[src/action_rate_and_region_guard_unit_defines.svh]
// Assertion macros shared by the guard unit RTL.
// Sampled on clk and disabled while arst_n is low; needs no other file.
`ifndef ACTION_RATE_AND_REGION_GUARD_UNIT_DEFINES_SVH
`define ACTION_RATE_AND_REGION_GUARD_UNIT_DEFINES_SVH

// expression must hold at every clock edge
`define AGR_ASSERT_ALWAYS(label, expr, msg) \
	label: assert property (@(posedge clk) disable iff (!arst_n) (expr)) else $error(msg);

// antecedent implies consequent in the same cycle
`define AGR_ASSERT_IMPL(label, ante, cons, msg) \
	label: assert property (@(posedge clk) disable iff (!arst_n) (ante) |-> (cons)) \
		else $error(msg);

`endif

[src/agr_pkg.sv]
// Shared types and codes for the action rate and region guard.
// No dependencies; used by every module of the block.
package agr_pkg;

	localparam logic [1:0] ACT_TICK   = 2'd0;
	localparam logic [1:0] ACT_CHECK  = 2'd1;
	localparam logic [1:0] ACT_RECORD = 2'd2;
	localparam logic [1:0] ACT_ADD    = 2'd3;

	localparam logic [1:0] KIND_CLICK  = 2'd0;
	localparam logic [1:0] KIND_SCROLL = 2'd1;

	localparam logic [1:0] REG_SAFETY_ENABLE = 2'd0;
	localparam logic [1:0] REG_SCREEN_WIDTH  = 2'd1;
	localparam logic [1:0] REG_SCREEN_HEIGHT = 2'd2;
	localparam logic [1:0] REG_MAX_ACTIONS   = 2'd3;

	localparam logic        RST_SAFETY_ENABLE = 1'b1;
	localparam logic [14:0] RST_SCREEN_WIDTH  = 15'd1920;
	localparam logic [14:0] RST_SCREEN_HEIGHT = 15'd1080;
	localparam logic [6:0]  RST_MAX_ACTIONS   = 7'd10;

	typedef struct packed {
		logic [1:0]         action;
		logic [1:0]         action_kind;
		logic signed [15:0] point_x;
		logic signed [15:0] point_y;
		logic [14:0]        region_width;
		logic [14:0]        region_height;
	} in_t;

	typedef struct packed {
		logic       safe;
		logic [6:0] recent_count;
	} out_t;

	typedef struct packed {
		logic signed [15:0] left;
		logic signed [15:0] top;
		logic [14:0]        w;
		logic [14:0]        h;
	} region_t;

	typedef struct packed {
		logic busy;
		logic done;
		logic hit;
	} region_status_t;

	typedef struct packed {
		logic busy;
		logic done;
	} ring_status_t;

endpackage

[src/action_rate_and_region_guard_unit.sv]
// Top level of the action rate and region guard: config registers, tick
// counter, check sequencer and result register. Depends on agr_pkg,
// agr_region_scan, agr_stamp_ring and the assertion macro header.
//
//  channel | direction | handshake            | payload
//  --------+-----------+----------------------+-------------------------
//  in      | input     | in_valid / in_ready  | in_data   (agr_pkg::in_t)
//  out     | output    | out_valid / out_ready| out_data  (agr_pkg::out_t)
//  cfg     | input     | cfg_we (no wait)     | cfg_index, cfg_wdata
//
// Sequence: tick, record and add beats complete at the accepting edge; in_ready
//   stays high. A click or scroll check scans every stored region (one region
//   RAM read per cycle), then walks the ring popping each expired stamp (one ring
//   RAM read per cycle, next slot fetched ahead); other kinds skip the scan.
//   Early outs (safety off, off screen, region hit skips the walk) go straight
//   to the result hold. in_ready returns with out_valid.
// Reset: arst_n clears counters and state and loads config defaults; both RAMs
//   stay undefined and are tracked by fill counts, so there is no clearing pass.
// Stalls: a finished check waits in the sequencer until the output register
//   is free; in_ready stays low until then. A result waiting in the output
//   register does not block non-check beats.
`include "action_rate_and_region_guard_unit_defines.svh"

module action_rate_and_region_guard_unit #(
	parameter int MAX_RECENT       = 64,
	parameter int MAX_REGIONS      = 16,
	parameter int TICKS_PER_SECOND = 1000
) (
	input  logic          clk,
	input  logic          arst_n,
	input  logic          in_valid,
	output logic          in_ready,
	input  agr_pkg::in_t  in_data,
	output logic          out_valid,
	input  logic          out_ready,
	output agr_pkg::out_t out_data,
	input  logic          cfg_we,
	input  logic [1:0]    cfg_index,
	input  logic [14:0]   cfg_wdata
);

	localparam int RCW = $clog2(MAX_RECENT + 1);

	typedef enum logic [4:0] {
		S_IDLE   = 5'b00001,
		S_CHECK  = 5'b00010,
		S_REGION = 5'b00100,
		S_RATE   = 5'b01000,
		S_HOLD   = 5'b10000
	} state_t;

	state_t state_q;

	// config registers
	logic        safety_q;
	logic [14:0] scr_w_q;
	logic [14:0] scr_h_q;
	logic [6:0]  limit_q;

	logic [31:0]   now_q;
	agr_pkg::in_t  item_q;
	logic          safe_q;
	agr_pkg::out_t out_q;
	logic          out_valid_q;

	logic                    accept;
	logic                    spatial;
	logic                    screen_ok;
	logic                    region_start;
	logic                    ring_start;
	logic                    out_free;
	logic [RCW-1:0]          ring_cnt;
	logic [31:0]             cnt_ext;
	agr_pkg::region_t        add_region;
	agr_pkg::region_status_t rg_st;
	agr_pkg::ring_status_t   rn_st;

	assign in_ready = (state_q == S_IDLE);
	assign accept   = in_valid && in_ready;
	assign out_free = !out_valid_q || out_ready;

	// click and scroll get the spatial test; other kinds skip it
	assign spatial   = (item_q.action_kind == agr_pkg::KIND_CLICK) ||
		(item_q.action_kind == agr_pkg::KIND_SCROLL);
	// inclusive screen box at the origin: sign bit must be clear
	assign screen_ok = !item_q.point_x[15] && !item_q.point_y[15] &&
		(item_q.point_x[14:0] <= scr_w_q) && (item_q.point_y[14:0] <= scr_h_q);

	assign region_start = (state_q == S_CHECK) && safety_q && spatial && screen_ok;
	assign ring_start   = ((state_q == S_CHECK) && safety_q && !spatial) ||
		((state_q == S_REGION) && rg_st.done && !rg_st.hit);

	assign add_region.left = in_data.point_x;
	assign add_region.top  = in_data.point_y;
	assign add_region.w    = in_data.region_width;
	assign add_region.h    = in_data.region_height;

	agr_region_scan #(
		.MAX_REGIONS(MAX_REGIONS)
	) u_region (
		.clk       (clk),
		.arst_n    (arst_n),
		.add_en    (accept && (in_data.action == agr_pkg::ACT_ADD)),
		.add_region(add_region),
		.start     (region_start),
		.x         (item_q.point_x),
		.y         (item_q.point_y),
		.status    (rg_st)
	);

	agr_stamp_ring #(
		.MAX_RECENT      (MAX_RECENT),
		.TICKS_PER_SECOND(TICKS_PER_SECOND)
	) u_ring (
		.clk   (clk),
		.arst_n(arst_n),
		.push  (accept && (in_data.action == agr_pkg::ACT_RECORD)),
		.start (ring_start),
		.now   (now_q),
		.status(rn_st),
		.count (ring_cnt)
	);

	// result count is the ring fill masked to seven bits
	assign cnt_ext = 32'(ring_cnt);

	always_ff @(posedge clk or negedge arst_n) begin
		if (!arst_n) begin
			safety_q <= agr_pkg::RST_SAFETY_ENABLE;
			scr_w_q  <= agr_pkg::RST_SCREEN_WIDTH;
			scr_h_q  <= agr_pkg::RST_SCREEN_HEIGHT;
			limit_q  <= agr_pkg::RST_MAX_ACTIONS;
		end else if (cfg_we) begin
			unique case (cfg_index)
				agr_pkg::REG_SAFETY_ENABLE: safety_q <= cfg_wdata[0];
				agr_pkg::REG_SCREEN_WIDTH:  scr_w_q  <= cfg_wdata;
				agr_pkg::REG_SCREEN_HEIGHT: scr_h_q  <= cfg_wdata;
				agr_pkg::REG_MAX_ACTIONS:   limit_q  <= cfg_wdata[6:0];
				default: ;
			endcase
		end
	end

	always_ff @(posedge clk) begin
		if (accept) begin
			item_q <= in_data;
		end
	end

	always_ff @(posedge clk or negedge arst_n) begin
		if (!arst_n) begin
			state_q     <= S_IDLE;
			now_q       <= '0;
			safe_q      <= 1'b0;
			out_valid_q <= 1'b0;
			out_q       <= '0;
		end else begin
			// in S_HOLD the load below decides out_valid_q
			if (out_valid_q && out_ready && (state_q != S_HOLD)) begin
				out_valid_q <= 1'b0;
			end
			unique case (state_q)
				S_IDLE: begin
					if (accept) begin
						if (in_data.action == agr_pkg::ACT_TICK) begin
							now_q <= now_q + 32'd1;
						end
						if (in_data.action == agr_pkg::ACT_CHECK) begin
							state_q <= S_CHECK;
						end
					end
				end
				S_CHECK: begin
					if (!safety_q) begin
						safe_q  <= 1'b1;
						state_q <= S_HOLD;
					end else if (spatial && !screen_ok) begin
						safe_q  <= 1'b0;
						state_q <= S_HOLD;
					end else if (spatial) begin
						state_q <= S_REGION;
					end else begin
						state_q <= S_RATE;
					end
				end
				S_REGION: begin
					if (rg_st.done) begin
						if (rg_st.hit) begin
							safe_q  <= 1'b0;
							state_q <= S_HOLD;
						end else begin
							state_q <= S_RATE;
						end
					end
				end
				S_RATE: begin
					// count is final when done is seen
					if (rn_st.done) begin
						safe_q  <= (32'(ring_cnt) < 32'(limit_q));
						state_q <= S_HOLD;
					end
				end
				S_HOLD: begin
					if (out_free) begin
						out_q.safe         <= safe_q;
						out_q.recent_count <= cnt_ext[6:0];
						out_valid_q        <= 1'b1;
						state_q            <= S_IDLE;
					end
				end
				default: state_q <= S_IDLE;
			endcase
		end
	end

	assign out_valid = out_valid_q;
	assign out_data  = out_q;

	`AGR_ASSERT_ALWAYS(a_units_exclusive, !(rg_st.busy && rn_st.busy), "scan and prune overlap")
	`AGR_ASSERT_IMPL(a_idle_units, in_ready, !rg_st.busy && !rn_st.busy, "unit busy while idle")
	`AGR_ASSERT_IMPL(a_scan_done_state, rg_st.done, state_q == S_REGION, "stray scan done")
	`AGR_ASSERT_IMPL(a_ring_done_state, rn_st.done, state_q == S_RATE, "stray prune done")

endmodule

[src/agr_region_scan.sv]
// Forbidden region table in a synchronous RAM plus a sequential hit scan.
// Depends on agr_pkg.
module agr_region_scan #(
	parameter int MAX_REGIONS = 16
) (
	input  logic                   clk,
	input  logic                   arst_n,
	input  logic                   add_en,
	input  agr_pkg::region_t       add_region,
	input  logic                   start,
	input  logic signed [15:0]     x,
	input  logic signed [15:0]     y,
	output agr_pkg::region_status_t status
);

	localparam int RA = (MAX_REGIONS > 1) ? $clog2(MAX_REGIONS) : 1;
	localparam int CW = $clog2(MAX_REGIONS + 1);

	agr_pkg::region_t mem [MAX_REGIONS];
	agr_pkg::region_t region_s1;

	logic [CW-1:0] count_q;
	logic [RA-1:0] idx_q;
	logic [RA-1:0] rd_addr;
	logic          issue_q;
	logic          vld_s1;
	logic          last_s1;
	logic          done_q;
	logic          hit_q;
	logic          match;
	logic signed [16:0] right;
	logic signed [16:0] bottom;
	logic signed [16:0] left_e;
	logic signed [16:0] top_e;
	logic signed [16:0] x_e;
	logic signed [16:0] y_e;

	assign rd_addr = start ? '0 : idx_q;

	always_ff @(posedge clk) begin
		if (add_en && (count_q < CW'(MAX_REGIONS))) begin
			mem[count_q[RA-1:0]] <= add_region;
		end
		region_s1 <= mem[rd_addr];
	end

	// half-open containment, 17-bit so the edge sum cannot wrap
	always_comb begin
		x_e    = {x[15], x};
		y_e    = {y[15], y};
		left_e = {region_s1.left[15], region_s1.left};
		top_e  = {region_s1.top[15], region_s1.top};
		right  = left_e + $signed({2'b00, region_s1.w});
		bottom = top_e + $signed({2'b00, region_s1.h});
		match  = (x_e >= left_e) && (x_e < right) && (y_e >= top_e) && (y_e < bottom);
	end

	always_ff @(posedge clk or negedge arst_n) begin
		if (!arst_n) begin
			count_q <= '0;
			idx_q   <= '0;
			issue_q <= 1'b0;
			vld_s1  <= 1'b0;
			last_s1 <= 1'b0;
			done_q  <= 1'b0;
			hit_q   <= 1'b0;
		end else begin
			done_q <= 1'b0;
			vld_s1 <= 1'b0;
			if (add_en && (count_q < CW'(MAX_REGIONS))) begin
				count_q <= count_q + 1'b1;
			end
			if (start) begin
				hit_q <= 1'b0;
				if (count_q == '0) begin
					done_q <= 1'b1;
				end else begin
					vld_s1  <= 1'b1;
					last_s1 <= (count_q == CW'(1));
					issue_q <= (count_q != CW'(1));
					idx_q   <= RA'(1);
				end
			end else if (issue_q) begin
				vld_s1  <= 1'b1;
				last_s1 <= (CW'(idx_q) == count_q - 1'b1);
				issue_q <= (CW'(idx_q) != count_q - 1'b1);
				idx_q   <= idx_q + 1'b1;
			end
			if (vld_s1) begin
				hit_q <= hit_q | match;
				if (last_s1) begin
					done_q <= 1'b1;
				end
			end
		end
	end

	assign status.busy = issue_q | vld_s1;
	assign status.done = done_q;
	assign status.hit  = hit_q;

endmodule

[src/agr_stamp_ring.sv]
// Timestamp ring in a synchronous RAM with push and an expiry prune walk.
// Depends on agr_pkg.
module agr_stamp_ring #(
	parameter int MAX_RECENT       = 64,
	parameter int TICKS_PER_SECOND = 1000
) (
	input  logic                                 clk,
	input  logic                                 arst_n,
	input  logic                                 push,
	input  logic                                 start,
	input  logic [31:0]                          now,
	output agr_pkg::ring_status_t                status,
	output logic [$clog2(MAX_RECENT + 1)-1:0]    count
);

	localparam int RA = (MAX_RECENT > 1) ? $clog2(MAX_RECENT) : 1;
	localparam int CW = $clog2(MAX_RECENT + 1);
	localparam logic [31:0] WINDOW = 32'(2 * TICKS_PER_SECOND);

	logic [31:0]   mem [MAX_RECENT];
	logic [31:0]   stamp_s1;
	logic [RA-1:0] head_q;
	logic [RA-1:0] head_inc;
	logic [RA-1:0] rd_addr;
	logic [RA-1:0] wr_addr;
	logic [CW-1:0] cnt_q;
	logic [CW:0]   wsum;
	logic [CW:0]   wwrap;
	logic [31:0]   age;
	logic          expired;
	logic          busy_q;
	logic          done_q;
	logic          can_push;

	assign can_push = push && (cnt_q < CW'(MAX_RECENT));
	assign head_inc = (head_q == RA'(MAX_RECENT - 1)) ? '0 : head_q + 1'b1;
	assign wsum     = {1'b0, CW'(head_q)} + {1'b0, cnt_q};
	assign wwrap    = wsum - (CW + 1)'(MAX_RECENT);
	assign wr_addr  = (wsum >= (CW + 1)'(MAX_RECENT)) ? wwrap[RA-1:0] : wsum[RA-1:0];
	// while walking, fetch the next slot ahead so each pop does not wait on a RAM read
	assign rd_addr  = start ? head_q : head_inc;
	assign age      = now - stamp_s1;
	assign expired  = age >= WINDOW;

	always_ff @(posedge clk) begin
		if (can_push) begin
			mem[wr_addr] <= now;
		end
		stamp_s1 <= mem[rd_addr];
	end

	always_ff @(posedge clk or negedge arst_n) begin
		if (!arst_n) begin
			head_q <= '0;
			cnt_q  <= '0;
			busy_q <= 1'b0;
			done_q <= 1'b0;
		end else begin
			done_q <= 1'b0;
			if (can_push) begin
				cnt_q <= cnt_q + 1'b1;
			end
			if (start) begin
				if (cnt_q == '0) begin
					done_q <= 1'b1;
				end else begin
					busy_q <= 1'b1;
				end
			end else if (busy_q) begin
				if (expired) begin
					head_q <= head_inc;
					cnt_q  <= cnt_q - 1'b1;
					if (cnt_q == CW'(1)) begin
						busy_q <= 1'b0;
						done_q <= 1'b1;
					end
				end else begin
					busy_q <= 1'b0;
					done_q <= 1'b1;
				end
			end
		end
	end

	assign status.busy = busy_q;
	assign status.done = done_q;
	assign count       = cnt_q;

endmodule
[config.mk]
export PLATFORM = sky130hd
export DESIGN_NAME = action_rate_and_region_guard_unit
export DESIGN_NICKNAME = d
export VERILOG_FILES = /design/src/agr_pkg.sv /design/src/action_rate_and_region_guard_unit.sv /design/src/agr_region_scan.sv /design/src/agr_stamp_ring.sv
export VERILOG_INCLUDE_DIRS = /design/src /design/src/src
export SDC_FILE = /design/constraint.sdc
export NUM_CORES = 2
export LEC_CHECK = 0
export ABC_CLOCK_PERIOD_IN_PS = 16300
export BUFFER_PORTS_ARGS = -buffer_cell sky130_fd_sc_hd__buf_2
export CAP_MARGIN = 25
export CORE_UTILIZATION = 35
export DETAILED_ROUTE_END_ITERATION = 8
export PLACE_DENSITY = 0.52
export SYNTH_ARGS = -nofsm -noshare
export SYNTH_HDL_FRONTEND = slang
export SYNTH_SLANG_ARGS = --single-unit
[constraint.sdc]
create_clock -name clk -period 16.3 [get_ports clk]
set_input_delay 1.63 -clock clk [delete_from_list [all_inputs] [get_ports clk]]
set_output_delay 1.63 -clock clk [all_outputs]
set_load 0.01 [all_outputs]
* After elaboration in Yosys (flattened, before gate mapping) *
Memories as Yosys holds them, arrays and structs flattened. A register that Yosys moved wholly into a read port is not among the register bits.
Cells that the tools add are included.

storage, ports and cells
  register bits after elaboration = 148
  bits in latches = 0
  memory bits (writable) = 3040
  bits in read-only memories = 0
  input bits = 88
  output and inout port bits = 10
  logic and storage cells = 185
  memories = 2

cells by class
  add/subtract/negate cells = 12
  $mul = 0
  div/mod/pow operators = 0
  $lt $le $gt $ge = 11
  equality and inequality tests = 28
  shifts and indexed selects = 0
  multiplexer cells = 59
  bitwise operators = 2
  reduce and logical (&&, ||, !) cells = 47

memories
  name          words  bits a word  read ports  clocked after memory_dff  wr ports  RTL line               RTL
  u_ring.mem    64     32           1           1                         1         agr_stamp_ring.sv:20   logic [31:0] mem [MAX_RECENT];
  u_region.mem  16     62           1           1                         1         agr_region_scan.sv:19  agr_pkg::region_t mem [MAX_REGIONS];

operators by type and width
  kind                     number
  $mux W5                  8
  $mux W1                  37
  $add A16 B16 Y17         2
  $lt A16 B17 Y1           2
  $add A32 B1 Y32 const B  1
  $ge A16 B16 Y1           2
  $ge A32 B11 Y1 const B   1
  $sub A32 B32 Y32         1
  $le A15 B15 Y1           2
  $mux W7                  4
  $pmux W5 S5              1
  $logic_and A1 B1 Y1      20
  $mux W4                  5
  $mux W6                  3
  $reduce_and A2 Y1        6
  $eq A5 B1 Y1 const B     2
  $ne A2 B1 Y1 const B     5
  $reduce_and A5 Y1        2
  $add A6 B7 Y8            1
  $eq A2 B2 Y1 const B     4
  $ge A8 B7 Y1 const B     1
  $add A7 B1 Y7 const B    1
  $eq A7 B1 Y1 const B     1
  $logic_not A7 Y1         1
  31 further kinds         46

* Logic depth before layout (Yosys ltp) *
  depth after elaboration = 9
  gate-level depth with buffers = 23
  mapped depth without buffers = 23

* Cells and area by module *
From an unflattened synthesis, not the netlist that was laid out.

second synthesis, totals
  cell total of the unflattened synthesis = 6768
  area total of the unflattened synthesis = 130873.0 sq um

by module, submodules not included
  module                             instances  cells an instance  area each (sq um)  sequential area each (sq um)
  agr_stamp_ring                     1          3581               81775.9            62515.0
  agr_region_scan                    1          2762               43596.8            31380.1
  action_rate_and_region_guard_unit  1          425                5500.3             3133.0

* Worst setup path before layout *
Ideal clock, no wire load.

  kind = input -> register
  start = input port in_valid
  end = memory u_region.mem[3][0] (netlist bit), enable pin
  setup time = 0.558 ns
  arrival time = 7.417 ns
  required time = 15.742 ns
  setup slack = 8.325 ns
  stages = 6
  buffers on the path = 0
  cells stage by stage = nand2_1 > inv_1 > nand3_1 > nor2_1 > nand2_1 > nor3_1

on the way
  longest elaborated chain between the ends = 5

RTL lines
  item                           RTL line                                  RTL
  start: declaration             action_rate_and_region_guard_unit.sv:31   input logic in_valid,
  $logic_and A1 B1 Y1            action_rate_and_region_guard_unit.sv:79   assign accept = in_valid && in_ready;
  via accept                     action_rate_and_region_guard_unit.sv:66   logic accept;
  $logic_and A1 B1 Y1            action_rate_and_region_guard_unit.sv:103  .add_en (accept && (in_data.action == agr_pkg::ACT_ADD)),
  $logic_and A1 B1 Y1            agr_region_scan.sv:41                     if (add_en && (count_q < CW'(MAX_REGIONS))) begin
  $mux W1                        agr_region_scan.sv:41
  $mux W1 (implied by the code)  agr_region_scan.sv:42                     mem[count_q[RA-1:0]] <= add_region;
  end: declaration               agr_region_scan.sv:19

The timed path passes the listed nets, and every way through them passes these cells.

* Final worst setup path *
  start = register state_q[0]
  end = register u_ring.stamp_s1[31] (read register of u_ring.mem)

on the way
  longest elaborated chain between the ends = 5
  elaborated cells between the ends (all ways) = 8
  classes of those cells = eq/ne (2); mux (1); reduce/logical (5)

RTL lines
  item                                                         RTL line                                                                          RTL
  start: declaration                                           action_rate_and_region_guard_unit.sv:52                                           state_t state_q;
  start signal: assignment                                     action_rate_and_region_guard_unit.sv:152                                          state_q <= S_IDLE;
  start signal: assignment                                     action_rate_and_region_guard_unit.sv:169                                          state_q <= S_CHECK;
  start signal: assignment                                     action_rate_and_region_guard_unit.sv:176                                          state_q <= S_HOLD;
  $eq A5 B2 Y1 / $eq A5 B3 Y1 (equally long branches)          action_rate_and_region_guard_unit.sv:90, action_rate_and_region_guard_unit.sv:91
  $logic_and A1 B1 Y1, on equally long branches (2 in series)  action_rate_and_region_guard_unit.sv:90, action_rate_and_region_guard_unit.sv:91
  $logic_or A1 B1 Y1 (*)                                       action_rate_and_region_guard_unit.sv:90                                           assign ring_start = ((state_q == S_CHECK) && safety_q && !spatial) ||
  $mux W6 (*)                                                  agr_stamp_ring.sv:41                                                              assign rd_addr = start ? head_q : head_inc;
  end: declaration                                             agr_stamp_ring.sv:21                                                              logic [31:0] stamp_s1;

Mark *: on every way between the ends. The rest lies on a longest branch, timed or not.
A chain may end at the register's enable or synchronous reset.

==> reports/qor.yml <==
arrival_ps: 7290
crit_required_ps: 17030
grt_max_degree: 175
grt_pass1_vias: 70780
fp.coreArea_um2: 375800
dr.first_iter.drc_count: 5731
total_power_uw: 24270
fp.dieW_um: 616.6
r2r_end: "u_ring.stamp_s1[31]"
netlist_instances: 7365
place_congestion: 0.8647
io_pins: 98
globalRouteTotalUtil_pct: 18.40
slew_headroom_pct: 27.05
finalSetupViolations: 0
r2r-start: "state_q[0]"
placed_area_um2: 139600
routedWlPerCell_um: 27.69
start_util_pct: 35.17
clkLatencyLatePin_ps: 920
final.min_clock_period_ps: 6563
ant_nets: 0
worstSetupPathType: "reg2reg"
hold_class: "reg2reg"
syn-mean-instance-area_um2: 17.95
cts_setup_buffers: 0
tightest_slew_ps: 1094
hold_start: "out_data[0]"
die_h_um: 616.6
syn_to_final_growth_pct: 13.70
fin_area_um2: 150300
timing.hold.ws_ps: 494.0
row_count: 225
fin_util_pct: 39.99
cts_sinks: 3281
avgViaCountPerCell: 5.377
dr_total_vias: 69150
antenna_found_initial: 31
io_buffers: 96
ys_ff_latch: 3281
clkTransAtPathRegs_ps: 60
clock.fmax_mhz: 152.4
fin_tns_setup_ps: 0
synth_edf_count: 3073
startpoint_type: "flip-flop"
leakage_uw: 0.05021
dp_hpwl_um: 191300
synthDistinctLibCells: 79
drc: 0
globalRouteOverflowTotal: 0
cts_tree: "done"
cts-root-buf: "clkbuf_16"
first_pass_iters: 7
holdPathEnd: "out_data[0]"
rsz0062_at_grt: "no"
clock_path_buffers: 4
yosys_warnings: 0
p_per_area_nw_per_um2: 161.5
min_path_cells: 2
syn_area_um2: 132200
ff2ff_path_depth: 14
async_flop_share_pct: 3.475
peakVddDrop_uv: 159.3
cts_max_level: 5
syn_nets: 7635
die-area_um2: 380100
rrSetupSlack_ps: 9740
end_kind: "flip-flop"
post_cts_resized: 0
cts_hold_buf: 0
fin_crit_sh_pct: 40.26
drv_cap: 0
outcome: "finished clean"
drv_slew: 0
layout.nets: 7864
finalHoldViolCount: 0
worstPathMaxFanout: 50
seq_area_frac_synth_pct: 73.40
cts_buffers: 337
drt-total-wl_um: 356200
synth_ff_type: "edfxtp_1"
grt_pass1_wl_um: 508500
drive_gt1_share_pct: 21.20
fin_skew_ps: 55.96
[final cells by class]
cell class	instances	area (µm²)
multi-input combinational	3538	33580
clock inverter	143	1433
fill	33730	225500
tap	4994	6248
antenna	10	25.02
sequential	3281	97080
inverter	136	510.5
timing repair buffer	300	2180
clock buffer	459	9236
[worst max-delay path: stages, from the launching register on]
cell      delay (ps)
dfstp_2          540
nor3_1            60
nand3b_1         190
nor3b_2          100
a31oi_4          440
mux2i_4          950
buf_4            780
buf_4            720
buf_4            650
mux4_2           390
nor2b_1          140
a211oi_1         230
a21oi_1           80
a22oi_1          890
nand2_1          120
[kinds of logic (layout without fill, tap and decap cells)]
kind of cell / after synthesis / after routing / synth area share (%)
xor gates and xnor gates: 95 / 95 / 0.6294
DFF: 3281 / 3281 / 73.40
muxes: 1005 / 1005 / 12.68
AOI/OAI and AO/OA: 1376 / 1376 / 6.367
other: 0 / 10 / 0
adders and majority gates: 182 / 182 / 1.745
and+or+nand+nor: 880 / 880 / 3.431
buffers and inverters: 546 / 1038 / 1.743
[power by group]
part / internal [µW] / total [µW] / switching [µW]
logic: 2740 / 6960 / 4220
registers: 9470 / 9750 / 281
clock network: 4360 / 7560 / 3200
total: 16600 / 24300 / 7710
[worst max path at each step]
stage | startpoint | to | slack (ps) | cells past startpoint
final | state_q[0] | u_ring.stamp_s1[31] | 9740 | 14
after floorplan | in_valid | u_region.mem[3][0] | 8320 | 6
after CTS | state_q[0] | u_ring.stamp_s1[31] | 9690 | 14
after detailed placement | state_q[0] | u_ring.stamp_s1[31] | 9710 | 14
after global routing | state_q[0] | u_ring.stamp_s1[19] | 9470 | 14
after global placement | state_q[0] | u_ring.stamp_s1[31] | 9770 | 14
[sequential cells by signal, summed over array words and instances (netlist names), 7 cells and up]
name,count
now_q,32
u_ring.stamp_s1,32
u_region.region_s1,46
u_region.left_e,16
item_q,33
u_ring.mem,2048
u_region.mem,992
out_data,8
u_ring.count,7
scr_h_q,15
limit_q,7
scr_w_q,15
[cells in the mapped netlist, types with 100 or more instances]
library cell	count	area share, %
edfxtp_1	3073	70
mux4_2	512	8.7
a21oi_1	470	1.8
o21ai_0	314	1.2
clkbuf_1	272	0.77
nor2b_1	271	1.3
mux2i_1	258	2.0
mux2_2	233	2.0
a211oi_1	194	1.1
nand2_1	189	0.54
ha_1	178	1.7
nor2_1	162	0.46
inv_1	136	0.39
a22oi_1	127	0.72
dfrtp_1	102	1.9
nand3_1	100	0.38
[layout by cell type, fill, tap and decap left out, drive strengths merged, types with 35 or more instances in the layout]
cell	instances
edfxtp	3073
mux4	512
a21oi	470
clkbuf	459
o21ai	319
buf	300
nor2b	271
mux2i	260
mux2	233
a211oi	194
nand2	189
ha	178
nor2	162
inv	147
a22oi	127
clkinv	104
dfrtp	102
nand3	101
dfxtp	94
a31oi	73
o221ai	64
xnor2	62
a21o	45
nor3	35
[routing by layer]
metal / up-vias / wire length [µm] / global-route usage [%]
met2: 1837 / 178900 / 31.89
met5: - / 134 / 0
met3: 575 / 16470 / 2.352
met1: 36590 / 149400 / 24.01
met4: 22 / 11350 / 5.758
li1: 30130 / - / -
[per-stage QoR]
stage	setup WS [ps]	cells
2_1_floorplan	8325	7365
3_3_place_gp	9770	12250
3_5_place_dp	9706	12250
4_1_cts	9687	12850
5_1_grt	9471	12850
6_report	9737	12860
Power figures use the tool's default switching activity.
